<file path="config.mk">
export PLATFORM = sky130hd
export DESIGN_NAME = bounded_priority_queue_flat
export DESIGN_NICKNAME = d
export VERILOG_FILES = /design/src/rtl/core/bpq_pkg.sv /design/src/rtl/core/bpq_if.sv /design/src/rtl/core/bounded_priority_queue.sv /design/src/rtl/core/bpq_front.sv /design/src/rtl/core/bpq_back.sv /design/src/flat_wrapper.sv
export SDC_FILE = /design/constraint.sdc
export NUM_CORES = 2
export LEC_CHECK = 0
export CAP_MARGIN = 20
export CORE_ASPECT_RATIO = 2
export CORE_UTILIZATION = 56
export DETAILED_ROUTE_END_ITERATION = 12
export DONT_BUFFER_PORTS = 1
export PLACE_DENSITY = 0.77
export SYNTH_ARGS = -nofsm -noshare
export SYNTH_HDL_FRONTEND = slang
export SYNTH_HIERARCHICAL = 1
export SYNTH_SLANG_ARGS = --single-unit
export TNS_END_PERCENT = 1
</file>
<file path="constraint.sdc">
create_clock -name i_clk -period 7.3 [get_ports i_clk]
set_input_delay 0.365 -clock i_clk [delete_from_list [all_inputs] [get_ports i_clk]]
set_output_delay 0.365 -clock i_clk [all_outputs]
set_load 0.01 [all_outputs]
</file>
<file path="src/rtl/core/bpq_pkg.sv">
`timescale 1ns / 1ps
package bpq_pkg;
    localparam int CAPACITY_DEF = 16;
    localparam int ID_W   = 16;
    localparam int PRIO_W = 8;
    localparam int FUNC_W = 3;
    localparam int POS_W  = 6;
    localparam int OCC_W  = 7;

    typedef enum logic [FUNC_W-1:0] {
        F_ENQ    = 3'd0,
        F_DEQ    = 3'd1,
        F_FIND   = 3'd2,
        F_REMID  = 3'd3,
        F_FIRST  = 3'd4,
        F_NEXT   = 3'd5,
        F_REMCUR = 3'd6,
        F_CLEAR  = 3'd7
    } t_func;

    typedef struct packed {
        logic [FUNC_W-1:0] func;
        logic [ID_W-1:0]   element_id;
        logic [PRIO_W-1:0] priority_req;
    } t_cmd;

    typedef struct packed {
        logic [ID_W-1:0]  element_out;
        logic             valid_res;
        logic             flushed;
        logic             ok;
        logic [POS_W-1:0] position;
        logic [OCC_W-1:0] occupancy;
        logic             last;
    } t_res;
endpackage

</file>
<file path="src/rtl/core/bpq_if.sv">
`timescale 1ns / 1ps
interface bpq_cmd_if import bpq_pkg::*; ();
    logic valid;
    logic ready;
    logic [FUNC_W-1:0] func;
    logic [ID_W-1:0]   element_id;
    logic [PRIO_W-1:0] priority_req;
    modport source (output valid, func, element_id, priority_req, input ready);
    modport sink   (input valid, func, element_id, priority_req, output ready);
endinterface

interface bpq_res_if import bpq_pkg::*; ();
    logic valid;
    logic ready;
    logic [ID_W-1:0]  element_out;
    logic             valid_res;
    logic             flushed;
    logic             ok;
    logic [POS_W-1:0] position;
    logic [OCC_W-1:0] occupancy;
    logic             last;
    modport source (output valid, element_out, valid_res, flushed, ok, position,
                    occupancy, last, input ready);
    modport sink   (input valid, element_out, valid_res, flushed, ok, position,
                    occupancy, last, output ready);
endinterface

</file>
<file path="src/rtl/core/bounded_priority_queue.sv">
`timescale 1ns / 1ps
// Channel  Dir  Handshake     Payload
// s_cmd    in   valid/ready   func, element_id, priority_req
// m_res    out  valid/ready   element_out, valid_res, flushed, ok, position,
//                             occupancy, last
// In the sorted array an item is loaded, then gives one result from the array
// sequencer; a flush first emits one flushed result per entry held.
// i_rst_n is synchronous: it empties the queue and the cursor.
// A two-entry command queue takes items while the array works; a held
// result stalls the array, and the input once that queue has filled.
module bounded_priority_queue import bpq_pkg::*; #(
    parameter int CAPACITY = CAPACITY_DEF
) (
    input  logic i_clk,
    input  logic i_rst_n,
    bpq_cmd_if.sink   s_cmd,
    bpq_res_if.source m_res
);
    logic w_cmd_valid, w_take;
    t_cmd w_cmd;

    bpq_front u_front (
        .i_clk, .i_rst_n, .s_cmd,
        .o_cmd_valid(w_cmd_valid), .o_cmd(w_cmd), .i_cmd_take(w_take)
    );

    bpq_back #(.CAPACITY(CAPACITY)) u_back (
        .i_clk, .i_rst_n,
        .i_cmd_valid(w_cmd_valid), .i_cmd(w_cmd), .o_cmd_take(w_take),
        .m_res
    );
endmodule

</file>
<file path="src/rtl/core/bpq_front.sv">
`timescale 1ns / 1ps
// Two-entry command queue between the input channel and the sorted array.
module bpq_front import bpq_pkg::*; (
    input  logic i_clk,
    input  logic i_rst_n,
    bpq_cmd_if.sink s_cmd,
    output logic   o_cmd_valid,
    output t_cmd   o_cmd,
    input  logic   i_cmd_take
);
    t_cmd       r_mem [2];
    logic       r_wp, r_rp;
    logic [1:0] r_cnt;
    logic       w_push;

    assign s_cmd.ready = (r_cnt != 2'd2);
    assign w_push      = s_cmd.valid && s_cmd.ready;
    assign o_cmd_valid = (r_cnt != 2'd0);
    assign o_cmd       = r_mem[r_rp];

    // store payload
    always_ff @(posedge i_clk) begin
        if (w_push) begin
            r_mem[r_wp] <= '{func: s_cmd.func, element_id: s_cmd.element_id,
                             priority_req: s_cmd.priority_req};
        end
    end

    // advance pointers
    always_ff @(posedge i_clk) begin
        if (!i_rst_n) begin
            r_wp <= 1'b0; r_rp <= 1'b0; r_cnt <= 2'd0;
        end else begin
            if (w_push) r_wp <= ~r_wp;
            if (i_cmd_take) r_rp <= ~r_rp;
            r_cnt <= r_cnt + {1'b0, w_push} - {1'b0, i_cmd_take};
        end
    end

    a_no_under: assert property (@(posedge i_clk) disable iff (!i_rst_n)
        i_cmd_take |-> o_cmd_valid) else $error("take from empty queue");
    a_cnt_max: assert property (@(posedge i_clk) disable iff (!i_rst_n)
        r_cnt <= 2'd2) else $error("queue count overflow");
    a_full_stall: assert property (@(posedge i_clk) disable iff (!i_rst_n)
        (r_cnt == 2'd2) |-> !w_push) else $error("push into full queue");
endmodule

</file>
<file path="src/rtl/core/bpq_back.sv">
`timescale 1ns / 1ps
// Sorted register array: compares all entries in parallel, shifts them together.
module bpq_back import bpq_pkg::*; #(
    parameter int CAPACITY = CAPACITY_DEF
) (
    input  logic i_clk,
    input  logic i_rst_n,
    input  logic i_cmd_valid,
    input  t_cmd i_cmd,
    output logic o_cmd_take,
    bpq_res_if.source m_res
);
    localparam int IW = $clog2(CAPACITY);
    localparam int CW = $clog2(CAPACITY + 1);

    typedef enum logic [1:0] {S_IDLE, S_FLUSH, S_OUT} t_state;

    t_state              r_state;
    logic [ID_W-1:0]     r_ids  [CAPACITY];
    logic [PRIO_W-1:0]   r_prio [CAPACITY];
    logic [CW-1:0]       r_cnt;
    logic [IW-1:0]       r_cur;
    logic                r_cur_v;
    logic [CW-1:0]       r_fidx;
    t_cmd                r_cmd;
    t_res                r_res;
    logic                r_res_v;

    logic [CAPACITY-1:0] w_ge, w_match;
    logic [CW-1:0]       w_ins, w_fpos;
    logic                w_found;
    logic                w_out_free;

    assign w_out_free = !r_res_v || m_res.ready;
    assign o_cmd_take = (r_state == S_IDLE) && i_cmd_valid;

    // parallel compares against the incoming command
    always_comb begin
        w_ins   = '0;
        w_fpos  = '0;
        w_found = 1'b0;
        for (int i = 0; i < CAPACITY; i++) begin
            w_ge[i]    = (CW'(i) < r_cnt) && (r_prio[i] >= r_cmd.priority_req);
            w_match[i] = (CW'(i) < r_cnt) && (r_ids[i] == r_cmd.element_id);
        end
        for (int i = CAPACITY - 1; i >= 0; i--) begin
            if (w_match[i]) begin
                w_found = 1'b1;
                w_fpos  = CW'(i);
            end
        end
        for (int i = 0; i < CAPACITY; i++) begin
            if (w_ge[i]) w_ins = CW'(i + 1);
        end
    end

    // sequencer, array update and registered result
    always_ff @(posedge i_clk) begin
        logic [CW-1:0] v_rm;
        logic          v_do_rm;
        logic [CW-1:0] v_cnt;
        t_res          v_res;
        logic          v_res_v;
        if (!i_rst_n) begin
            r_state <= S_IDLE;
            r_cnt   <= '0;
            r_cur   <= '0;
            r_cur_v <= 1'b0;
            r_res_v <= 1'b0;
            r_fidx  <= '0;
        end else begin
            v_res   = r_res;
            v_res_v = r_res_v;
            if (m_res.valid && m_res.ready) v_res_v = 1'b0;
            case (r_state)
                S_IDLE: begin
                    if (i_cmd_valid) begin
                        r_cmd  <= i_cmd;
                        r_fidx <= '0;
                        if ((i_cmd.func == F_CLEAR && r_cnt != '0) ||
                            (i_cmd.func == F_ENQ && r_cnt == CW'(CAPACITY)))
                            r_state <= S_FLUSH;
                        else
                            r_state <= S_OUT;
                    end
                end
                S_FLUSH: begin
                    // emit one flushed entry per transfer
                    if (w_out_free) begin
                        v_res_v = 1'b1;
                        v_res   = '{element_out: r_ids[r_fidx[IW-1:0]],
                                    valid_res: 1'b1, flushed: 1'b1, ok: 1'b0,
                                    position: POS_W'(r_fidx),
                                    occupancy: (r_cmd.func == F_CLEAR) ?
                                               OCC_W'(0) : OCC_W'(1),
                                    last: 1'b0};
                        if (r_fidx == r_cnt - CW'(1)) begin
                            r_cnt   <= '0;
                            r_cur_v <= 1'b0;
                            r_cur   <= '0;
                            r_state <= S_OUT;
                        end
                        r_fidx <= r_fidx + CW'(1);
                    end
                end
                S_OUT: begin
                    if (w_out_free) begin
                        v_res_v = 1'b1;
                        r_state <= S_IDLE;
                        v_res   = '{element_out: '0, valid_res: 1'b0,
                                    flushed: 1'b0, ok: 1'b0, position: '0,
                                    occupancy: OCC_W'(r_cnt), last: 1'b1};
                        v_do_rm = 1'b0;
                        v_rm    = '0;
                        v_cnt   = r_cnt;
                        case (r_cmd.func)
                            F_ENQ: begin
                                for (int i = CAPACITY - 1; i > 0; i--) begin
                                    if (CW'(i) > w_ins) begin
                                        r_ids[i]  <= r_ids[i-1];
                                        r_prio[i] <= r_prio[i-1];
                                    end
                                end
                                r_ids[w_ins[IW-1:0]]  <= r_cmd.element_id;
                                r_prio[w_ins[IW-1:0]] <= r_cmd.priority_req;
                                r_cnt <= r_cnt + CW'(1);
                                if (r_cur_v && CW'(r_cur) >= w_ins)
                                    r_cur <= r_cur + IW'(1);
                                v_res = '{element_out: r_cmd.element_id,
                                          valid_res: 1'b1, flushed: 1'b0,
                                          ok: 1'b1, position: POS_W'(w_ins),
                                          occupancy: OCC_W'(r_cnt + CW'(1)),
                                          last: 1'b1};
                            end
                            F_DEQ: begin
                                if (r_cnt != '0) begin
                                    v_cnt = r_cnt - CW'(1);
                                    v_res = '{element_out: r_ids[0],
                                              valid_res: 1'b1, flushed: 1'b0,
                                              ok: 1'b1, position: '0,
                                              occupancy: OCC_W'(v_cnt),
                                              last: 1'b1};
                                    for (int i = 0; i < CAPACITY - 1; i++) begin
                                        r_ids[i]  <= r_ids[i+1];
                                        r_prio[i] <= r_prio[i+1];
                                    end
                                    r_cnt <= v_cnt;
                                    if (r_cur_v) begin
                                        if (r_cur == '0) r_cur_v <= 1'b0;
                                        else r_cur <= r_cur - IW'(1);
                                    end
                                end
                            end
                            F_FIND, F_REMID: begin
                                if (w_found) begin
                                    if (r_cmd.func == F_REMID) begin
                                        v_do_rm = 1'b1;
                                        v_rm    = w_fpos;
                                        v_cnt   = r_cnt - CW'(1);
                                    end
                                    v_res = '{element_out: r_cmd.element_id,
                                              valid_res: 1'b1, flushed: 1'b0,
                                              ok: 1'b1,
                                              position: POS_W'(w_fpos),
                                              occupancy: OCC_W'(v_cnt),
                                              last: 1'b1};
                                end
                            end
                            F_FIRST: begin
                                r_cur   <= '0;
                                r_cur_v <= (r_cnt != '0);
                                if (r_cnt != '0)
                                    v_res = '{element_out: r_ids[0],
                                              valid_res: 1'b1, flushed: 1'b0,
                                              ok: 1'b1, position: '0,
                                              occupancy: OCC_W'(r_cnt),
                                              last: 1'b1};
                            end
                            F_NEXT: begin
                                if (r_cur_v && (CW'(r_cur) + CW'(1) < r_cnt)) begin
                                    r_cur <= r_cur + IW'(1);
                                    v_res = '{element_out: r_ids[r_cur + IW'(1)],
                                              valid_res: 1'b1, flushed: 1'b0,
                                              ok: 1'b1,
                                              position: POS_W'(r_cur) + POS_W'(1),
                                              occupancy: OCC_W'(r_cnt),
                                              last: 1'b1};
                                end else begin
                                    r_cur_v <= 1'b0;
                                    r_cur   <= '0;
                                end
                            end
                            F_REMCUR: begin
                                if (r_cur_v && CW'(r_cur) < r_cnt) begin
                                    v_do_rm = 1'b1;
                                    v_rm    = CW'(r_cur);
                                    v_cnt   = r_cnt - CW'(1);
                                    v_res = '{element_out: r_ids[r_cur],
                                              valid_res: 1'b1, flushed: 1'b0,
                                              ok: 1'b1,
                                              position: POS_W'(r_cur),
                                              occupancy: OCC_W'(v_cnt),
                                              last: 1'b1};
                                end else begin
                                    r_cur_v <= 1'b0;
                                end
                            end
                            default: begin
                                // clear: flush already done
                                v_res = '{element_out: '0, valid_res: 1'b0,
                                          flushed: 1'b0, ok: 1'b1,
                                          position: '0, occupancy: '0,
                                          last: 1'b1};
                            end
                        endcase
                        // remove one entry and repair the cursor
                        if (v_do_rm) begin
                            for (int i = 0; i < CAPACITY - 1; i++) begin
                                if (CW'(i) >= v_rm) begin
                                    r_ids[i]  <= r_ids[i+1];
                                    r_prio[i] <= r_prio[i+1];
                                end
                            end
                            r_cnt <= v_cnt;
                            if (r_cur_v) begin
                                if (CW'(r_cur) == v_rm) begin
                                    if (v_rm != '0) r_cur <= r_cur - IW'(1);
                                    else if (v_cnt == '0) r_cur_v <= 1'b0;
                                end else if (CW'(r_cur) > v_rm) begin
                                    r_cur <= r_cur - IW'(1);
                                end
                            end
                        end
                    end
                end
                default: r_state <= S_IDLE;
            endcase
            // commit the result register once per cycle
            r_res   <= v_res;
            r_res_v <= v_res_v;
        end
    end

    assign m_res.valid       = r_res_v;
    assign m_res.element_out = r_res.element_out;
    assign m_res.valid_res   = r_res.valid_res;
    assign m_res.flushed     = r_res.flushed;
    assign m_res.ok          = r_res.ok;
    assign m_res.position    = r_res.position;
    assign m_res.occupancy   = r_res.occupancy;
    assign m_res.last        = r_res.last;

    a_cnt_cap: assert property (@(posedge i_clk) disable iff (!i_rst_n)
        r_cnt <= CW'(CAPACITY)) else $error("count above capacity");
    a_cur_in: assert property (@(posedge i_clk) disable iff (!i_rst_n)
        r_cur_v |-> (CW'(r_cur) < r_cnt)) else $error("cursor out of range");
    a_hold: assert property (@(posedge i_clk) disable iff (!i_rst_n)
        (r_res_v && !m_res.ready) |=> $stable(r_res)) else $error("result changed");
    a_last_idle: assert property (@(posedge i_clk) disable iff (!i_rst_n)
        (r_state == S_FLUSH) |=> !(r_res_v && r_res.last) || $past(r_res_v && r_res.last))
        else $error("last during flush");
endmodule

</file>
<file path="src/flat_wrapper.sv">
// flat-port wrapper written by rule: the top's interface ports become plain ports
module bounded_priority_queue_flat import bpq_pkg::*;
#(
    parameter int CAPACITY = CAPACITY_DEF
)
  (i_clk, i_rst_n, s_cmd_valid, s_cmd_func, s_cmd_element_id, s_cmd_priority_req, s_cmd_ready, m_res_valid, m_res_element_out, m_res_valid_res, m_res_flushed, m_res_ok, m_res_position, m_res_occupancy, m_res_last, m_res_ready);
  bpq_cmd_if s_cmd_i ();
  bpq_res_if m_res_i ();
  input  logic i_clk;
  input  logic i_rst_n;
  input wire logic [$bits(s_cmd_i.valid)-1:0] s_cmd_valid;
  input wire logic [$bits(s_cmd_i.func)-1:0] s_cmd_func;
  input wire logic [$bits(s_cmd_i.element_id)-1:0] s_cmd_element_id;
  input wire logic [$bits(s_cmd_i.priority_req)-1:0] s_cmd_priority_req;
  output wire logic [$bits(s_cmd_i.ready)-1:0] s_cmd_ready;
  output wire logic [$bits(m_res_i.valid)-1:0] m_res_valid;
  output wire logic [$bits(m_res_i.element_out)-1:0] m_res_element_out;
  output wire logic [$bits(m_res_i.valid_res)-1:0] m_res_valid_res;
  output wire logic [$bits(m_res_i.flushed)-1:0] m_res_flushed;
  output wire logic [$bits(m_res_i.ok)-1:0] m_res_ok;
  output wire logic [$bits(m_res_i.position)-1:0] m_res_position;
  output wire logic [$bits(m_res_i.occupancy)-1:0] m_res_occupancy;
  output wire logic [$bits(m_res_i.last)-1:0] m_res_last;
  input wire logic [$bits(m_res_i.ready)-1:0] m_res_ready;
  assign s_cmd_i.valid = s_cmd_valid;
  assign s_cmd_i.func = s_cmd_func;
  assign s_cmd_i.element_id = s_cmd_element_id;
  assign s_cmd_i.priority_req = s_cmd_priority_req;
  assign s_cmd_ready = s_cmd_i.ready;
  assign m_res_valid = m_res_i.valid;
  assign m_res_element_out = m_res_i.element_out;
  assign m_res_valid_res = m_res_i.valid_res;
  assign m_res_flushed = m_res_i.flushed;
  assign m_res_ok = m_res_i.ok;
  assign m_res_position = m_res_i.position;
  assign m_res_occupancy = m_res_i.occupancy;
  assign m_res_last = m_res_i.last;
  assign m_res_i.ready = m_res_ready;
  bounded_priority_queue #(.CAPACITY(CAPACITY)) u_core (.i_clk(i_clk), .i_rst_n(i_rst_n), .s_cmd(s_cmd_i), .m_res(m_res_i));
endmodule
</file>
==> metrics.cfg, run 1 <==
[synthesis]
synth_top_area_cell=edfxtp_1
synth_seq_cells=527
synth_cell_types=93
synth-edff-count=496
synth.avg_cell_area_um2=11.2
yosys_warnings=6
seq_area_frac_synth_pct=39.3
synthCells=3536
ys.flop_type=edfxtp_1
synth_top_area_share_pct=37.8
synth_area_leaders=edfxtp_1, mux4_2, mux2i_1, ha_1, xor2_1
async_reset_ff_share_pct=0
synth_area_mm2=0.0394

[run_status]
outcome=did not finish
haltStage=global routing (5_1_grt)
error=[ERROR GRT-0116] Global routing finished with congestion. Check the congestion regions in the DRC Viewer.

[clocking]
ctsResizeCount=0
h-tree-depth=2
cts_made_buffers=51
cts_num_sinks=527
post_cts_buffers=0
clk_path_buf_depth=3
ctsHoldBuffers=29
clockRootBuffer=clkbuf_16

[floorplanning]
die_y_um=377
die_w_um=190
io_pins=66
initial_core_util_pct=56.5
rows=137

[place]
port_buffers=0
dp.final_hpwl_um=142000
place_ws_ns=1.16
place_congestion=1.18

[global_routing]
grt_pass1_vias=36800
grt.overflow.total=3
grt_max_degree=65
grt_pass1_wl_um=288000
grt_util_all_layers_pct=58.4

[per-layer routing]
layer	track usage, %	overflow
met2	87.1	0
met4	62.2	3
met5	0.350	0
met1	56.3	0
met3	28.6	0
[kinds of logic after synthesis]
| kind of cell | count (synthesis) | share of synthesized area (%) |
|---|---|---|
| AND/OR/NAND/NOR | 964 | 12.0 |
| adder cells (fa/ha/maj) | 154 | 4.88 |
| buffers and inverters | 348 | 3.85 |
| XOR/XNOR | 276 | 6.13 |
| multiplexers | 503 | 20.6 |
| flip-flops | 527 | 39.3 |
| other | 1 | 0.00951 |
| AO/OA/AOI/OAI | 763 | 13.2 |
[synthesized netlist by cell type (70+ instances only)]
cell      number
mux2_2        70
mux4_2       240
o21ai_0      153
nand2_1      315
xnor2_1       82
ha_1         154
nor2_1       239
a21oi_1      191
mux2i_1      193
edfxtp_1     496
nor4_1        77
xor2_1       194
clkbuf_1     164
[through the flow]
step           util (%)  cells  hold slack (ns)  area, um^2
2_1_floorplan         -   3537            0.458       39400
3_5_place_dp       59.0   4346            0.464       41200
4_1_cts            61.8   4470           0.0535       43100
3_3_place_gp       59.0   4344            0.464       41100
==> run 2, diff against run 1 <==
--- a/config.mk
+++ b/config.mk
@@ -6,11 +6,10 @@
 export NUM_CORES = 2
 export LEC_CHECK = 0
 export CAP_MARGIN = 20
-export CORE_ASPECT_RATIO = 2
-export CORE_UTILIZATION = 56
+export CORE_UTILIZATION = 40
 export DETAILED_ROUTE_END_ITERATION = 12
 export DONT_BUFFER_PORTS = 1
-export PLACE_DENSITY = 0.77
+export PLACE_DENSITY_LB_ADDON = 0.15
 export SYNTH_ARGS = -nofsm -noshare
 export SYNTH_HDL_FRONTEND = slang
 export SYNTH_HIERARCHICAL = 1
==> metrics.cfg, run 2 <==
[run_status]
outcome=completed

[layout]
final_common_cell=edfxtp_1
layout_common_cells=edfxtp_1, nand2_1, mux4_2
num_antenna_cells=0
largest_register_ffs=256
area_delta_synth_final_pct=10.5
drive_above_1_share_pct=18.0
utilization_pct=44.9
regMostFlops=u_core/u_back/r_ids
top_regs=u_core/u_back/r_ids x256, u_core/u_back/r_prio x128, u_core/u_front/r_mem x54
nets=3671
final_cell_count_no_fill=4812
fillers=9000

[synthesis]
synth_compound_area_share_pct=13.2
synth.avg_cell_area_um2=11.2
synth_top_area_cell=edfxtp_1
synth_area_mm2=0.0394
synth-edff-count=496
yosys_warnings=6
yosysMostFrequentCell=edfxtp_1
ys.flop_type=edfxtp_1
seq_area_frac_synth_pct=39.3
synth_common_cells=edfxtp_1, nand2_1, mux4_2
yosys.area_share.simple_pct=12.0
synth_top_area_share_pct=37.8
async_reset_ff_share_pct=0
synth_top_family_by_area=multiplexers
synthMuxAreaShare_pct=20.6
synth_xor_area_share_pct=6.13
synth_seq_cells=527
synth_cell_types=93
synth_adder_area_share_pct=4.88
synth_area_leaders=edfxtp_1, mux4_2, mux2i_1, ha_1, xor2_1
synthCells=3536

[place]
dp.final_hpwl_um=120000
port_buffers=0
dp.cells=4661
place_congestion=1.05

[detailed_routing]
viasPerCell=6.83
drtIter0Drc=4429
avgRoutedWirePerCell_um=34.3
dr.pass1.iters=9
final_antenna_net_count=0
routed_wl_um=165000
vias=32800
drc=0

[global_routing]
grt_pass1_vias=31000
antenna_found_initial=8
grt_pass1_wl_um=235000
grt.overflow.total=0
grt_max_degree=52
grt_util_all_layers_pct=32.9

[critical_path]
worst_setup_path_start_kind=flop
crit_path_end_kind=flop
critPathMaxFanout=13
worst_ep_required_time_ns=7.86
worstSetupPathType=reg -> reg
worstPathArrival_ns=6.72
reg2reg_depth=22

[floorplanning]
rows=114
die_y_um=316
core_area_mm2=0.0971
io_pins=66
initial_core_util_pct=40.6
die-area_mm2=0.0999
die_w_um=316

[clocking]
insertion_delay_ns=0.66
clockRootBuffer=clkbuf_16
clkTransAtPathRegs_ns=0.05
cts_made_buffers=69
cts_tree=done
clk_path_buf_depth=3
ctsResizeCount=0
h-tree-depth=3
cts_num_sinks=527
post_cts_buffers=0

[sta]
fmax_mhz=162
final.period_utilization_pct=84.4
fin_skew_ns=0.0266
period_needed_ns=6.16
rsz0062_at_grt=false
max_slew_margin_pct=24.0
finalHoldViolCount=0
worst_pin_slew_ns=1.14
setup_violations=0
tns_ns=0
drv_slew=0

[power]
irDropWorstVdd_uv=204
power_leakage_nw=15.2
powerDensity_mw_per_mm2=222

[job]
cap_violations=0

[worst_hold_path]
min_path_type=in -> reg
min_delay_path_depth=3

-- run 2: cell counts after synthesis --
Identical to the previous run, type by type.
-- run 2: routing by layer --
metal  track usage, %  up-vias  wire, um
li1                 -    13700         -
met2             47.3     2307     70000
met3             9.27      364     20500
met1             47.1    16500     68400
met5                0        -        54
met4             11.5        8      6380
-- run 2: critical path, cell delays in order (launching register included) --
cell,delay [ns]
edfxtp_1,0.66
inv_1,0.41
buf_4,0.31
ha_1,0.19
a211oi_1,0.08
nand2_1,0.09
nor2_1,0.05
a211oi_1,0.56
o221a_2,0.36
o211ai_1,0.13
and2_1,0.20
o21ai_2,0.44
clkinv_1,0.48
ha_1,0.42
nand2b_1,0.15
a21o_1,0.18
a21o_1,0.17
a21oi_1,0.22
or3_1,0.27
xnor2_1,0.15
a21oi_1,0.08
mux2_2,0.29
o21ai_1,0.16
-- run 2: cell families (layout without fill, tap and decap cells) --
kind of cell / count (synthesis) / in the layout
simple gates: 964 / 964
mux: 503 / 503
fa+ha+maj: 154 / 154
buf+inv: 348 / 347
flops: 527 / 527
xor+xnor: 276 / 276
compound gates: 763 / 763
other cells: 1 / 2
-- run 2: report_power, final --
group	total, mW	internal, mW	switching (mW)
Sequential	3.84	3.54	0.299
Clock	3.43	1.99	1.44
Combinational	2.42	0.816	1.61
Total	9.69	6.34	3.35
-- run 2: path summary, 6_finish.rpt --
kind                       startpoint                  endpoint  slack, ns
max            u_core/u_back/r_cmd[4]    u_core/u_back/r_cur[0]       1.14
min                       s_cmd_valid   u_core/u_front/r_cnt[1]       0.04
max reg2reg    u_core/u_back/r_cmd[4]    u_core/u_back/r_cur[0]       1.14
min reg2reg  u_core/u_back/r_state[0]  u_core/u_back/r_state[0]       0.50
-- run 2: per-stage QoR --
step	hold slack [ns]	power, mW	worst slack (ns)	cell area [um^2]
after CTS	0.0223	9.70	1.26	43600
after floorplan	0.458	5.27	1.53	39400
after global placement	0.464	6.19	1.46	41100
after detailed placement	0.464	6.22	1.30	41100
after global routing	0.0455	10.0	0.790	43600
final	0.0448	9.69	1.14	43600
-- run 2: timing repair --
action,in CTS,in global routing
setup endpoints to repair,0,0
endpoints found under the hold margin,77,0
hold buffers,29,0
-- run 2: cell type report --
type / count / area [um^2] / share of cell area (%)
Clock buffer: 83 / 1860 / 4.28
Timing Repair Buffer: 171 / 1400 / 3.22
Clock inverter: 38 / 325 / 0.747
Inverter: 55 / 206 / 0.474
Sequential cell: 527 / 15500 / 35.6
Tap cell: 1276 / 1600 / 3.66
Multi-Input combinational cell: 2662 / 22600 / 52.0
No activity file was read; power rests on OpenSTA's default activity.
